--- config.mk ---
export PLATFORM = sky130hd
export DESIGN_NAME = hpq_cmp
export DESIGN_NICKNAME = d
export VERILOG_FILES = /design/src/design/hpq_pkg.sv /design/src/design/hpq_cmp.sv
export SDC_FILE = /design/constraint.sdc
export NUM_CORES = 1
export LEC_CHECK = 0
export ABC_AREA = 1
export BUFFER_PORTS_ARGS = -buffer_cell sky130_fd_sc_hd__clkbuf_2
export CAP_MARGIN = 25
export CORE_MARGIN = 2
export CORE_UTILIZATION = 33
export DETAILED_ROUTE_END_ITERATION = 12
export PLACE_DENSITY = 0.67
export RECOVER_POWER = 25
export SYNTH_ARGS = -nofsm -noshare
export SYNTH_HDL_FRONTEND = slang
export SYNTH_SLANG_ARGS = --single-unit
export TNS_END_PERCENT = 5
--- constraint.sdc ---
create_clock -name vclk -period 1.35
set_input_delay 0.0675 -clock vclk [all_inputs]
set_output_delay 0.0675 -clock vclk [all_outputs]
set_load 0.01 [all_outputs]
--- src/design/hpq_pkg.sv ---
// Shared types and constants for the max-heap priority queue.
`timescale 1ns / 1ps

package hpq_pkg;

  // Default sizing, used as the parameter defaults of the top level and its submodules
  localparam int CAPACITY_DEF  = 1024;
  localparam int KEY_WIDTH_DEF = 32;

  // Fixed widths of the channel payloads
  localparam int VALUE_W  = 32;
  localparam int STATUS_W = 2;
  localparam int COUNT_W  = 11;

  // Action codes on the input channel
  localparam logic ACT_INSERT = 1'b0;
  localparam logic ACT_DELETE = 1'b1;

  // Result status codes
  typedef enum logic [STATUS_W-1:0] {
    ST_OK    = 2'd0,
    ST_FULL  = 2'd1,
    ST_EMPTY = 2'd2
  } status_t;

  // Sequencer states
  typedef enum logic [3:0] {
    S_IDLE,
    S_UP_RD,
    S_UP_CMP,
    S_DN_LAST,
    S_DN_LOAD,
    S_DN_SEL,
    S_DN_CMP,
    S_DN_FIN,
    S_DONE
  } hpq_state_t;

endpackage

--- src/design/hpq_cmp.sv ---
// Shared signed key comparator used by both sift directions.
`timescale 1ns / 1ps

module hpq_cmp #(
  parameter int KEY_WIDTH = hpq_pkg::KEY_WIDTH_DEF
) (
  input  logic [KEY_WIDTH-1:0] a,
  input  logic [KEY_WIDTH-1:0] b,
  output logic                 gt
);
  import hpq_pkg::*;

  // strict greater-than, two's complement
  assign gt = $signed(a) > $signed(b);

endmodule

==> results.cfg <==
[timing]
timing.slew.headroom_pct = 87.3
slew_violations = 0
min_period_over_period_pct = 102
setup_viol = 1
rsz0062_at_grt = true
max_freq_mhz = 728
hold_viol_final = 0
hold_ws_ps = 722
tightest_slew_ps = 189
period_needed_ps = 1370
worst_slack_ps = -24.1

[cts]
cts_hold_buf = 0

[yosys]
netlist_area_sq_um = 898
syn_inst = 148
yosys.cell_count.top_type = inv_1
synth_cell_type_count = 16
ys_top_cells_by_area = ha_1 45%, inv_1 16%, nand2_1 16%
synth_fp_nets = 244
synth_common_cells = 39 x inv_1, 38 x nand2_1, 32 x ha_1
syn-mean-instance-area_sq_um = 6.07
synth_top_cell_area_share_pct = 44.6
ys_seq_area_share_pct = 0
synth_top_area_cell = ha_1
synth_warnings = 0

[floorplan]
io_pins = 65
start_util_pct = 35.6
rows = 18
dieArea_sq_um = 3160
dieHeight_microns = 56.2
core_sq_um = 2520
die_x_microns = 56.2

[global_route]
grt_start_max_net_pins = 4
antenna_found_initial = 0
grt_usage_pct = 11.9
grt-ovfl-total = 0
grt_pass1_wl_microns = 3260
grt_pass1_vias = 885

[place]
dp_cells = 246
port-buffer-count = 65
gp_congestion = 0.775
dp_hpwl_microns = 1770
dpl_worst_slack_ps = -43.7

[detailed_routing]
routed_wl_microns = 2190
num_vias = 1080
drt_iter0_markers = 12
wire_per_inst_microns = 8.82
antenna_left = 0
drc_errors = 0
vias_per_cell = 4.35
firstDrtPassIters = 4

[layout]
nClkBuffers = 0
stdcell_count = 248
areaGrowthSynthToFinish_pct = 68.9
seq_cells = 0
antenna_cells = 0
layout.nets = 316
fillers = 260
drive_gt1_share_pct = 52.8
regArea_sq_um = 0
post-route-util_pct = 60.2

[pwr]
worst_ir_drop_vdd_mv = 0.156
finalPower_mw = 0.443
power.density_nw_per_um2 = 292
leakage_nw = 0.909

[hold_path]
holdCritPathClass = primary input to output pin

[critical_path]
path_class = primary input to output pin
start_kind = primary input
crit_end = gt
end_kind = output pin
critPathLaunch = a[7]
crit_required_ps = 1280
crit_fanout = 2
worst-endpoint-arrival_ps = 1310

[run_status]
violations = setup timing
status = finished, violations left

[flow_run]
maxCapViolCount = 0
[area by class of cell]
class | count | area, sq um | share of cell area [%]
inverters | 41 | 156 | 10.3
multi-input cells | 107 | 955 | 62.9
well taps | 30 | 37.5 | 2.47
repair buffers | 70 | 369 | 24.3
[critical path, cell delays in order]
cell	delay, ps
clkbuf_2	110
ha_4	240
a21o_1	160
nor2_1	100
nand2_1	60
nand2_1	60
nand2_1	60
nand2_1	70
nand2_2	50
nand2_1	60
nand2_1	60
nor2_2	90
buf_2	130
[repair_timing]
action	4_1_cts	5_1_grt
pin swaps	6	23
resized for setup	6	32
endpoints found under the hold margin	0	0
endpoints found under the setup margin	1	1
buffers inserted	0	2
[cell usage in the layout (no fill, tap or decap), types with 2 or more instances in the layout]
cell       n
a21oi_1    5
a21oi_2    8
buf_4      5
clkbuf_2  63
ha_1      18
ha_4      14
inv_1     30
inv_2      9
nand2_1   35
nand2_2    5
nand4_1    2
nor2_1     8
nor2_2     6
[metrics by stage]
stage               instance area, sq um  TNS (ps)
finish                              1520     -24.1
global route                        1520      -154
CTS                                 1340     -41.6
detailed placement                  1280     -43.7
global placement                    1280     -58.8
floorplan                            898         0
[logic make-up after synthesis]
family | after synthesis | synth area share (%)
AO/OA/AOI/OAI | 17 | 11.0
buffers and inverters | 41 | 17.1
adder cells (fa/ha/maj) | 32 | 44.6
AND/OR/NAND/NOR | 58 | 27.3
[power breakdown]
group / leakage [nW] / switching [mW] / internal [mW] / total [mW]
sequential: 0 / 0 / 0 / 0
clock: 0 / 0 / 0 / 0
combinational: 0.909 / 0.206 / 0.237 / 0.443
[routing by layer]
layer / routed length [microns] / track usage, % / up-vias
li1: - / - / 599
met1: 887 / 15.7 / 442
met2: 1170 / 22.9 / 39
met3: 136 / 0.233 / 0
met4: 0 / 0 / 0
met5: 0 / 0 / -
[how the worst min path moves through the flow]
stage / depth (start not counted) / end / from
after floorplan: 4 / gt / a[31]
after global placement: 6 / gt / a[31]
after detailed placement: 6 / gt / a[31]
after CTS: 6 / gt / a[31]
after global routing: 6 / gt / a[31]
final: 6 / gt / a[31]
Power figures use the tool's default switching activity.
