<file path="src/design/hpq_pkg.sv">
// Shared types and constants for the max-heap priority queue.
`timescale 1ns / 1ps

package hpq_pkg;

  // Default sizing, used as the parameter defaults of the top level and its submodules
  localparam int CAPACITY_DEF  = 1024;
  localparam int KEY_WIDTH_DEF = 32;

  // Fixed widths of the channel payloads
  localparam int VALUE_W  = 32;
  localparam int STATUS_W = 2;
  localparam int COUNT_W  = 11;

  // Action codes on the input channel
  localparam logic ACT_INSERT = 1'b0;
  localparam logic ACT_DELETE = 1'b1;

  // Result status codes
  typedef enum logic [STATUS_W-1:0] {
    ST_OK    = 2'd0,
    ST_FULL  = 2'd1,
    ST_EMPTY = 2'd2
  } status_t;

  // Sequencer states
  typedef enum logic [3:0] {
    S_IDLE,
    S_UP_RD,
    S_UP_CMP,
    S_DN_LAST,
    S_DN_LOAD,
    S_DN_SEL,
    S_DN_CMP,
    S_DN_FIN,
    S_DONE
  } hpq_state_t;

endpackage

</file>
<file path="src/design/hpq_if.sv">
// Valid/ready channel interfaces for queue commands and results.
`timescale 1ns / 1ps

interface hpq_in_if;
  logic                      valid;
  logic                      ready;
  logic                      action;
  logic signed [hpq_pkg::VALUE_W-1:0] value;

  modport source (output valid, output action, output value, input ready);
  modport sink   (input valid, input action, input value, output ready);
endinterface

interface hpq_out_if;
  logic                                valid;
  logic                                ready;
  logic [hpq_pkg::STATUS_W-1:0]        status;
  logic signed [hpq_pkg::VALUE_W-1:0]  removed_value;
  logic signed [hpq_pkg::VALUE_W-1:0]  top_value;
  logic [hpq_pkg::COUNT_W-1:0]         count;

  modport source (output valid, output status, output removed_value, output top_value,
                  output count, input ready);
  modport sink   (input valid, input status, input removed_value, input top_value,
                  input count, output ready);
endinterface

</file>
<file path="src/design/hpq_ctrl.sv">
// Sequencer for insert / delete-max: sift up and sift down over the key store.
`timescale 1ns / 1ps

module hpq_ctrl #(
  parameter int  CAPACITY  = hpq_pkg::CAPACITY_DEF,
  parameter int  KEY_WIDTH = hpq_pkg::KEY_WIDTH_DEF,
  localparam int CW        = $clog2(CAPACITY + 1),
  localparam int AW        = $clog2(CAPACITY)
) (
  input  logic                 clk,
  input  logic                 rst_n,
  hpq_in_if.sink               in_ch,
  hpq_out_if.source            out_ch,
  output logic                 mem_we,
  output logic [AW-1:0]        mem_waddr,
  output logic [KEY_WIDTH-1:0] mem_wdata,
  output logic [AW-1:0]        mem_raddr_a,
  output logic [AW-1:0]        mem_raddr_b,
  input  logic [KEY_WIDTH-1:0] mem_rdata_a,
  input  logic [KEY_WIDTH-1:0] mem_rdata_b,
  output logic [KEY_WIDTH-1:0] cmp_a,
  output logic [KEY_WIDTH-1:0] cmp_b,
  input  logic                 cmp_gt
);
  import hpq_pkg::*;

  hpq_state_t state_r, state_nxt;

  logic [CW-1:0]        cnt_r, cnt_nxt;
  logic [CW-1:0]        pos_r, pos_nxt;
  logic [KEY_WIDTH-1:0] key_r, key_nxt;
  logic [KEY_WIDTH-1:0] child_val_r, child_val_nxt;
  logic [CW-1:0]        child_idx_r, child_idx_nxt;
  logic [KEY_WIDTH-1:0] root_r, root_nxt;
  logic [KEY_WIDTH-1:0] removed_r, removed_nxt;
  status_t              status_r, status_nxt;

  logic                 out_valid_r, out_valid_nxt;
  logic [STATUS_W-1:0]  out_status_r, out_status_nxt;
  logic [VALUE_W-1:0]   out_removed_r, out_removed_nxt;
  logic [VALUE_W-1:0]   out_top_r, out_top_nxt;
  logic [COUNT_W-1:0]   out_count_r, out_count_nxt;

  logic                 in_fire;
  logic                 heap_full;
  logic                 heap_empty;
  logic                 out_load;
  logic [CW-1:0]        probe;
  logic [CW:0]          lslot;
  logic [CW:0]          sel_l;
  logic                 take_right;
  logic [CW-1:0]        wslot;
  logic [CW:0]          rd_slot_a;
  logic [CW:0]          rd_slot_b;
  logic [VALUE_W+KEY_WIDTH-1:0] in_ext;
  logic [VALUE_W+KEY_WIDTH-1:0] top_ext;
  logic [VALUE_W+KEY_WIDTH-1:0] rem_ext;
  logic [COUNT_W+CW-1:0]        cnt_ext;

  // handshake and simple flags
  assign in_ch.ready = (state_r == S_IDLE);
  assign in_fire     = in_ch.valid && in_ch.ready;
  assign heap_full   = (cnt_r == CW'(CAPACITY));
  assign heap_empty  = (cnt_r == '0);
  assign out_load    = (state_r == S_DONE) && (!out_valid_r || out_ch.ready);

  // key taken from the 32-bit value: truncated or sign-extended to KEY_WIDTH
  assign in_ext = {{KEY_WIDTH{in_ch.value[VALUE_W-1]}}, in_ch.value};

  // left child slot of the node being probed on the way down
  assign probe = (state_r == S_DN_LOAD) ? CW'(1) : child_idx_r;
  assign lslot = {probe, 1'b0};

  // child choice: right only when it exists and is strictly greater
  assign sel_l      = {pos_r, 1'b0};
  assign take_right = (sel_l < {1'b0, cnt_r}) && cmp_gt;

  // slot numbers are 1-based, memory addresses 0-based
  assign mem_waddr   = AW'(wslot - CW'(1));
  assign mem_raddr_a = AW'(rd_slot_a - (CW + 1)'(1));
  assign mem_raddr_b = AW'(rd_slot_b - (CW + 1)'(1));

  // next state
  always_comb begin
    state_nxt = state_r;
    case (state_r)
      S_IDLE: begin
        if (in_fire) begin
          if (in_ch.action == ACT_INSERT) begin
            state_nxt = heap_full ? S_DONE : S_UP_RD;
          end else begin
            state_nxt = heap_empty ? S_DONE : S_DN_LAST;
          end
        end
      end
      S_UP_RD:   state_nxt = (pos_r == CW'(1)) ? S_DONE : S_UP_CMP;
      S_UP_CMP:  state_nxt = cmp_gt ? S_UP_RD : S_DONE;
      S_DN_LAST: state_nxt = S_DN_LOAD;
      S_DN_LOAD: begin
        if (heap_empty) begin
          state_nxt = S_DONE;
        end else begin
          state_nxt = (lslot > {1'b0, cnt_r}) ? S_DN_FIN : S_DN_SEL;
        end
      end
      S_DN_SEL:  state_nxt = S_DN_CMP;
      S_DN_CMP: begin
        if (cmp_gt) begin
          state_nxt = (lslot > {1'b0, cnt_r}) ? S_DN_FIN : S_DN_SEL;
        end else begin
          state_nxt = S_DONE;
        end
      end
      S_DN_FIN:  state_nxt = S_DONE;
      S_DONE:    state_nxt = out_load ? S_IDLE : S_DONE;
      default:   state_nxt = S_IDLE;
    endcase
  end

  // memory port and comparator operand control
  always_comb begin
    mem_we    = 1'b0;
    wslot     = pos_r;
    mem_wdata = key_r;
    rd_slot_a = lslot;
    rd_slot_b = lslot + (CW + 1)'(1);
    cmp_a     = key_r;
    cmp_b     = mem_rdata_a;
    case (state_r)
      S_UP_RD: begin
        rd_slot_a = {1'b0, pos_r >> 1};
        mem_we    = (pos_r == CW'(1));
      end
      S_UP_CMP: begin
        mem_we    = 1'b1;
        mem_wdata = cmp_gt ? mem_rdata_a : key_r;
      end
      S_DN_LAST: begin
        rd_slot_a = {1'b0, cnt_r} + (CW + 1)'(1);
      end
      S_DN_SEL: begin
        cmp_a = mem_rdata_b;
        cmp_b = mem_rdata_a;
      end
      S_DN_CMP: begin
        cmp_a     = child_val_r;
        cmp_b     = key_r;
        mem_we    = 1'b1;
        mem_wdata = cmp_gt ? child_val_r : key_r;
      end
      S_DN_FIN: begin
        mem_we = 1'b1;
      end
      default: begin
        mem_we = 1'b0;
      end
    endcase
  end

  // datapath register updates
  always_comb begin
    cnt_nxt       = cnt_r;
    pos_nxt       = pos_r;
    key_nxt       = key_r;
    child_val_nxt = child_val_r;
    child_idx_nxt = child_idx_r;
    root_nxt      = root_r;
    removed_nxt   = removed_r;
    status_nxt    = status_r;

    // root copy follows every write to slot one
    if (mem_we && (wslot == CW'(1))) begin
      root_nxt = mem_wdata;
    end

    case (state_r)
      S_IDLE: begin
        if (in_fire) begin
          removed_nxt = '0;
          status_nxt  = ST_OK;
          if (in_ch.action == ACT_INSERT) begin
            if (heap_full) begin
              status_nxt = ST_FULL;
            end else begin
              key_nxt = in_ext[KEY_WIDTH-1:0];
              cnt_nxt = cnt_r + CW'(1);
              pos_nxt = cnt_r + CW'(1);
            end
          end else begin
            if (heap_empty) begin
              status_nxt = ST_EMPTY;
            end else begin
              removed_nxt = root_r;
              cnt_nxt     = cnt_r - CW'(1);
            end
          end
        end
      end
      S_UP_CMP: begin
        if (cmp_gt) begin
          pos_nxt = pos_r >> 1;
        end
      end
      S_DN_LOAD: begin
        key_nxt = mem_rdata_a;
        pos_nxt = CW'(1);
      end
      S_DN_SEL: begin
        child_idx_nxt = CW'(sel_l + {{CW{1'b0}}, take_right});
        child_val_nxt = take_right ? mem_rdata_b : mem_rdata_a;
      end
      S_DN_CMP: begin
        if (cmp_gt) begin
          pos_nxt = child_idx_r;
        end
      end
      default: begin
        cnt_nxt = cnt_r;
      end
    endcase
  end

  // result register
  assign top_ext = {{VALUE_W{root_r[KEY_WIDTH-1]}}, root_r};
  assign rem_ext = {{VALUE_W{removed_r[KEY_WIDTH-1]}}, removed_r};
  assign cnt_ext = {{COUNT_W{1'b0}}, cnt_r};

  always_comb begin
    out_valid_nxt   = out_valid_r;
    out_status_nxt  = out_status_r;
    out_removed_nxt = out_removed_r;
    out_top_nxt     = out_top_r;
    out_count_nxt   = out_count_r;
    if (out_load) begin
      out_valid_nxt   = 1'b1;
      out_status_nxt  = status_r;
      out_removed_nxt = rem_ext[VALUE_W-1:0];
      out_top_nxt     = heap_empty ? '0 : top_ext[VALUE_W-1:0];
      out_count_nxt   = cnt_ext[COUNT_W-1:0];
    end else if (out_ch.ready) begin
      out_valid_nxt = 1'b0;
    end
  end

  // control registers
  always_ff @(posedge clk) begin
    if (!rst_n) begin
      state_r     <= S_IDLE;
      cnt_r       <= '0;
      out_valid_r <= 1'b0;
    end else begin
      state_r     <= state_nxt;
      cnt_r       <= cnt_nxt;
      out_valid_r <= out_valid_nxt;
    end
  end

  // payload registers
  always_ff @(posedge clk) begin
    pos_r         <= pos_nxt;
    key_r         <= key_nxt;
    child_val_r   <= child_val_nxt;
    child_idx_r   <= child_idx_nxt;
    root_r        <= root_nxt;
    removed_r     <= removed_nxt;
    status_r      <= status_nxt;
    out_status_r  <= out_status_nxt;
    out_removed_r <= out_removed_nxt;
    out_top_r     <= out_top_nxt;
    out_count_r   <= out_count_nxt;
  end

  assign out_ch.valid         = out_valid_r;
  assign out_ch.status        = out_status_r;
  assign out_ch.removed_value = out_removed_r;
  assign out_ch.top_value     = out_top_r;
  assign out_ch.count         = out_count_r;

endmodule

</file>
<file path="src/flat_wrapper.sv">
// flat-port wrapper written by rule: the top's interface ports become plain ports
module hpq_ctrl_flat import hpq_pkg::*;
#(
  parameter int  CAPACITY  = hpq_pkg::CAPACITY_DEF,
  parameter int  KEY_WIDTH = hpq_pkg::KEY_WIDTH_DEF,
  localparam int CW        = $clog2(CAPACITY + 1),
  localparam int AW        = $clog2(CAPACITY)
)
  (clk, rst_n, mem_we, mem_waddr, mem_wdata, mem_raddr_a, mem_raddr_b, mem_rdata_a, mem_rdata_b, cmp_a, cmp_b, cmp_gt, in_ch_valid, in_ch_action, in_ch_value, in_ch_ready, out_ch_valid, out_ch_status, out_ch_removed_value, out_ch_top_value, out_ch_count, out_ch_ready);
  hpq_in_if in_ch_i ();
  hpq_out_if out_ch_i ();
  input  logic clk;
  input  logic rst_n;
  output logic mem_we;
  output logic [AW-1:0] mem_waddr;
  output logic [KEY_WIDTH-1:0] mem_wdata;
  output logic [AW-1:0] mem_raddr_a;
  output logic [AW-1:0] mem_raddr_b;
  input  logic [KEY_WIDTH-1:0] mem_rdata_a;
  input  logic [KEY_WIDTH-1:0] mem_rdata_b;
  output logic [KEY_WIDTH-1:0] cmp_a;
  output logic [KEY_WIDTH-1:0] cmp_b;
  input  logic cmp_gt;
  input wire logic [$bits(in_ch_i.valid)-1:0] in_ch_valid;
  input wire logic [$bits(in_ch_i.action)-1:0] in_ch_action;
  input wire logic [$bits(in_ch_i.value)-1:0] in_ch_value;
  output wire logic [$bits(in_ch_i.ready)-1:0] in_ch_ready;
  output wire logic [$bits(out_ch_i.valid)-1:0] out_ch_valid;
  output wire logic [$bits(out_ch_i.status)-1:0] out_ch_status;
  output wire logic [$bits(out_ch_i.removed_value)-1:0] out_ch_removed_value;
  output wire logic [$bits(out_ch_i.top_value)-1:0] out_ch_top_value;
  output wire logic [$bits(out_ch_i.count)-1:0] out_ch_count;
  input wire logic [$bits(out_ch_i.ready)-1:0] out_ch_ready;
  assign in_ch_i.valid = in_ch_valid;
  assign in_ch_i.action = in_ch_action;
  assign in_ch_i.value = in_ch_value;
  assign in_ch_ready = in_ch_i.ready;
  assign out_ch_valid = out_ch_i.valid;
  assign out_ch_status = out_ch_i.status;
  assign out_ch_removed_value = out_ch_i.removed_value;
  assign out_ch_top_value = out_ch_i.top_value;
  assign out_ch_count = out_ch_i.count;
  assign out_ch_i.ready = out_ch_ready;
  hpq_ctrl #(.CAPACITY(CAPACITY), .KEY_WIDTH(KEY_WIDTH)) u_core (.clk(clk), .rst_n(rst_n), .in_ch(in_ch_i), .out_ch(out_ch_i), .mem_we(mem_we), .mem_waddr(mem_waddr), .mem_wdata(mem_wdata), .mem_raddr_a(mem_raddr_a), .mem_raddr_b(mem_raddr_b), .mem_rdata_a(mem_rdata_a), .mem_rdata_b(mem_rdata_b), .cmp_a(cmp_a), .cmp_b(cmp_b), .cmp_gt(cmp_gt));
endmodule
</file>
<file path="config.mk">
export PLATFORM = sky130hd
export DESIGN_NAME = hpq_ctrl_flat
export DESIGN_NICKNAME = d
export VERILOG_FILES = /design/src/design/hpq_pkg.sv /design/src/design/hpq_if.sv /design/src/design/hpq_ctrl.sv /design/src/flat_wrapper.sv
export SDC_FILE = /design/constraint.sdc
export NUM_CORES = 1
export LEC_CHECK = 0
export BUFFER_PORTS_ARGS = -buffer_cell sky130_fd_sc_hd__buf_2
export CORE_MARGIN = 2
export CORE_UTILIZATION = 50
export CTS_CLUSTER_SIZE = 24
export DETAILED_ROUTE_END_ITERATION = 8
export PLACE_DENSITY = 0.76
export SLEW_MARGIN = 20
export SYNTH_ARGS = -nofsm -noshare
export SYNTH_HDL_FRONTEND = slang
export SYNTH_SLANG_ARGS = --single-unit
</file>
<file path="constraint.sdc">
create_clock -name clk -period 5.7 [get_ports clk]
set_input_delay 1.14 -clock clk [delete_from_list [all_inputs] [get_ports clk]]
set_output_delay 1.14 -clock clk [all_outputs]
set_load 0.02 [all_outputs]
</file>
==> run_results.csv <==
group,metric,value,unit
power_and_ir_drop,power,7.30,mW
sta,slew_headroom,30.5,%
yosys,syn_inst,1005,
sta,fin_crit_sh,81.1,%
clock_network,cts-hold-fix-buffers,0,
clock_network,cts_sinks,245,
sta,setup_viol,0,
finish,layout-drive-gt1-share,36.5,%
clock_network,path_clk_slew,0.05,ns
routing,met3_length,3.17,mm
finish,final_core_util,62.1,%
sta,drv_slew,0,
setup_path,setup.worst_path.class,"reg -> out",
clock_network,tritoncts,"built",
power_and_ir_drop,seqPwrFrac,39.4,%
routing,first_pass_iters,5,
worst_hold_path,hp-class,"reg -> reg",
clock_network,post_cts_buffers,0,
routing,wl_per_cell,21.4,um
yosys,synth.area.top_cells,"edfxtp_1 (56%), mux2_2 (8.8%), mux2i_1 (3.6%), nand2_1 (3.1%), dfxtp_1 (2.6%)",
routing,wl_met1,15.0,mm
clock_network,clockRootBuffer,"clkbuf_16",
yosys,yosys.area.top_type,"edfxtp_1",
routing,dr_total_vias,9384,
sta,max_clock_freq,0.216,GHz
clock_network,cts-htree-levels,1,
yosys,synth.avg_cell_area,12.2,um^2
finish,area_delta_synth_final,22.3,%
placement,place_ws,1.63,ns
routing,drtIter0Drc,916,
placement,place.gp.congestion,0.985,
yosys,ys_seq_elements,245,
yosys,ys_seq_area_share,58.5,%
die,die_h,161,um
yosys,netlist.area_leader.share,55.9,%
setup_path,endpoint_kind,"primary output",
power_and_ir_drop,vdd_drop_max,303,uV
routing,highest_layer,"met5",
run,drv_cap,0,
power_and_ir_drop,leakage,5.91,nW
worst_hold_path,min_from,"u_core.removed_r[26]$_SDFFCE_PN0P_",
setup_path,worstRegToRegCells,10,
setup_path,cp.required,4.56,ns
clock_network,cts_buffers,27,
die,num_rows,57,
yosys,synth-async-reset-ratio,0,%
setup_path,timing.rr.end,"u_core.state_r[1]$_SDFFE_PN0N_",
placement,dp_hpwl,25.2,mm
setup_path,r2r-start,"u_core.state_r[2]$_SDFFE_PN0N_",
grt,antenna_found_initial,4,
routing,postRouteAntennaNets,0,
die,io_pins,308,
clock_network,clk_latency,0.55,ns
yosys,syn_area,12300,um^2
routing,wl,35.1,mm
power_and_ir_drop,intPower,4.60,mW
finish,final_common_cell,"buf_2",
power_and_ir_drop,pwr-share-comb,36.5,%
finish,final_cell_mix,"buf_2 (306), edfxtp_1 (229), nand2_1 (99)",
placement,io_buffers,306,
worst_hold_path,hold_depth,0,
yosys,syn_nets,1131,
routing,post-route-drc-count,0,
sta,rsz0062_at_grt,"no",
die,start_util,50.7,%
sta,finalClockSkew,0.0229,ns
grt,grt_util_all_layers,26.5,%
grt,grt_max_degree,65,
grt,overflow,0,
run_status,status,"finished, final reports clean",
routing,wl_met2,15.9,mm
yosys,ys.flop_type,"edfxtp_1",
die,dieWidth,161,um
setup_path,path_max_fanout,64,
power_and_ir_drop,p_switching,2.70,mW
power_and_ir_drop,power.density,485,nW/um^2
worst_hold_path,worst_hold_path.endpoint,"u_core.out_ch.removed_value[26]$_DFFE_PP_",
yosys,ys_warn_count,0,
power_and_ir_drop,swShare,37.0,%
setup_path,r2r_slack,2.20,ns
yosys,synth.distinct_cells,66,
clock_network,ctsResizeCount,0,
grt,grt_pass1_wl,52.6,mm
yosys,synth_edf_count,229,
sta,timing.setup.tns,0,ns
die,core-area,24200,um^2
sta,min_period,4.62,ns
sta,worstMarginPinSlew,1.04,ns
routing,vias_per_cell,5.73,
sta,finalHoldViolCount,0,
die,die-area,25900,um^2
power_and_ir_drop,clockPowerShare,24.1,%
setup_path,cp-start-kind,"flop",
setup_path,worstPathArrival,3.48,ns
finish,num-nets-final,1418,
clock_network,clk_path_buf_depth,3,
grt,grt_pass1_vias,8768,
sta,timing.final.ws_setup,1.08,ns
==> how the worst max path moves through the flow <==
stage / startpoint / endpoint / slack, ns / depth (start not counted)
finish: u_core.state_r[2]$_SDFFE_PN0N_ / mem_raddr_a[9] / 1.08 / 9
global placement: u_core.state_r[2]$_SDFFE_PN0N_ / mem_raddr_a[9] / 1.70 / 9
global route: u_core.state_r[2]$_SDFFE_PN0N_ / mem_raddr_a[8] / 0.90 / 8
floorplan: out_ch_ready / u_core.out_ch.count[0]$_DFFE_PP_ / 0.77 / 2
detailed placement: cmp_gt / mem_wdata[5] / 1.63 / 7
CTS: u_core.state_r[2]$_SDFFE_PN0N_ / mem_raddr_a[9] / 1.09 / 9
==> cell type report <==
cell class	instances	area (um^2)
clock buffer	36	719
antenna	3	7.51
fill	1948	9200
tap	324	405
sequential	245	7200
clock inverter	13	178
inverter	22	82.6
timing repair buffer	322	1660
multi-input combinational	674	4790
==> metrics by stage <==
step | hold WS (ns) | cells | area, um^2
global placement | 0.403 | 1587 | 14100
detailed placement | 0.405 | 1587 | 14100
finish | 0.414 | 1639 | 15100
floorplan | 0.400 | 1005 | 12300
global route | 0.426 | 1639 | 15100
CTS | 0.415 | 1636 | 15000
==> cell usage after synthesis (14+ instances only) <==
| master | number |
|---|---|
| nand2_1 | 100 |
| dfxtp_1 | 16 |
| ha_1 | 24 |
| mux2_2 | 96 |
| o21ai_0 | 20 |
| mux2i_1 | 44 |
| edfxtp_1 | 229 |
| nor3_1 | 14 |
| xnor2_1 | 24 |
| clkbuf_1 | 44 |
| a22oi_1 | 39 |
| nor2_1 | 64 |
| buf_2 | 14 |
| and2_1 | 51 |
| and3_1 | 34 |
| a21oi_1 | 47 |
| inv_1 | 22 |
==> registers in the layout (all words and copies together) (netlist names) <==
name,count
u_core.child_idx_r,11
u_core.pos_r,11
u_core.out_ch.valid,1
u_core.child_val_r,32
u_core.out_ch.top_value,32
u_core.state_r,4
u_core.status_r,2
u_core.cnt_r,11
u_core.removed_r,32
u_core.out_ch.removed_value,32
u_core.out_ch.count,11
u_core.out_ch.status,2
u_core.root_r,32
u_core.key_r,32
==> power groups by stage <==
stage | logic [mW] | clock network, mW | registers, mW
6_report | 2.67 | 1.76 | 2.87
5_1_grt | 2.91 | 1.86 | 2.91
4_1_cts | 2.67 | 1.79 | 2.86
3_5_place_dp | 2.64 | 0 | 2.90
3_3_place_gp | 2.60 | 0 | 2.89
2_1_floorplan | 1.83 | 0 | 2.87
==> worst max-delay path: stages (launching register included) <==
cell and delay [ns]:
dfxtp_4 1.03, nor2b_1 0.37, nand2_2 0.27, nand2_1 0.20
inv_1 0.09, a21oi_1 0.22, o211ai_1 0.15, nor4_1 0.26
xnor2_1 0.16, buf_2 0.18
==> logic make-up (layout without fill, tap and decap cells) <==
group	Yosys count	after routing	share of synthesized area, %
AND/OR/NAND/NOR	319	319	13.0
flip-flops	245	245	58.5
AO/OA/AOI/OAI	154	154	8.17
multiplexers	140	140	12.4
buffers and inverters	86	393	2.92
XOR/XNOR	35	35	2.49
adder cells (fa/ha/maj)	25	25	2.52
other	1	4	0.0305
==> per-layer routing <==
layer | track usage, % | vias to the layer above
met5 | 0 | -
met4 | 8.56 | 2
met3 | 4.93 | 64
met2 | 40.1 | 496
met1 | 38.9 | 4525
li1 | - | 4297
Power figures use the tool's default switching activity.
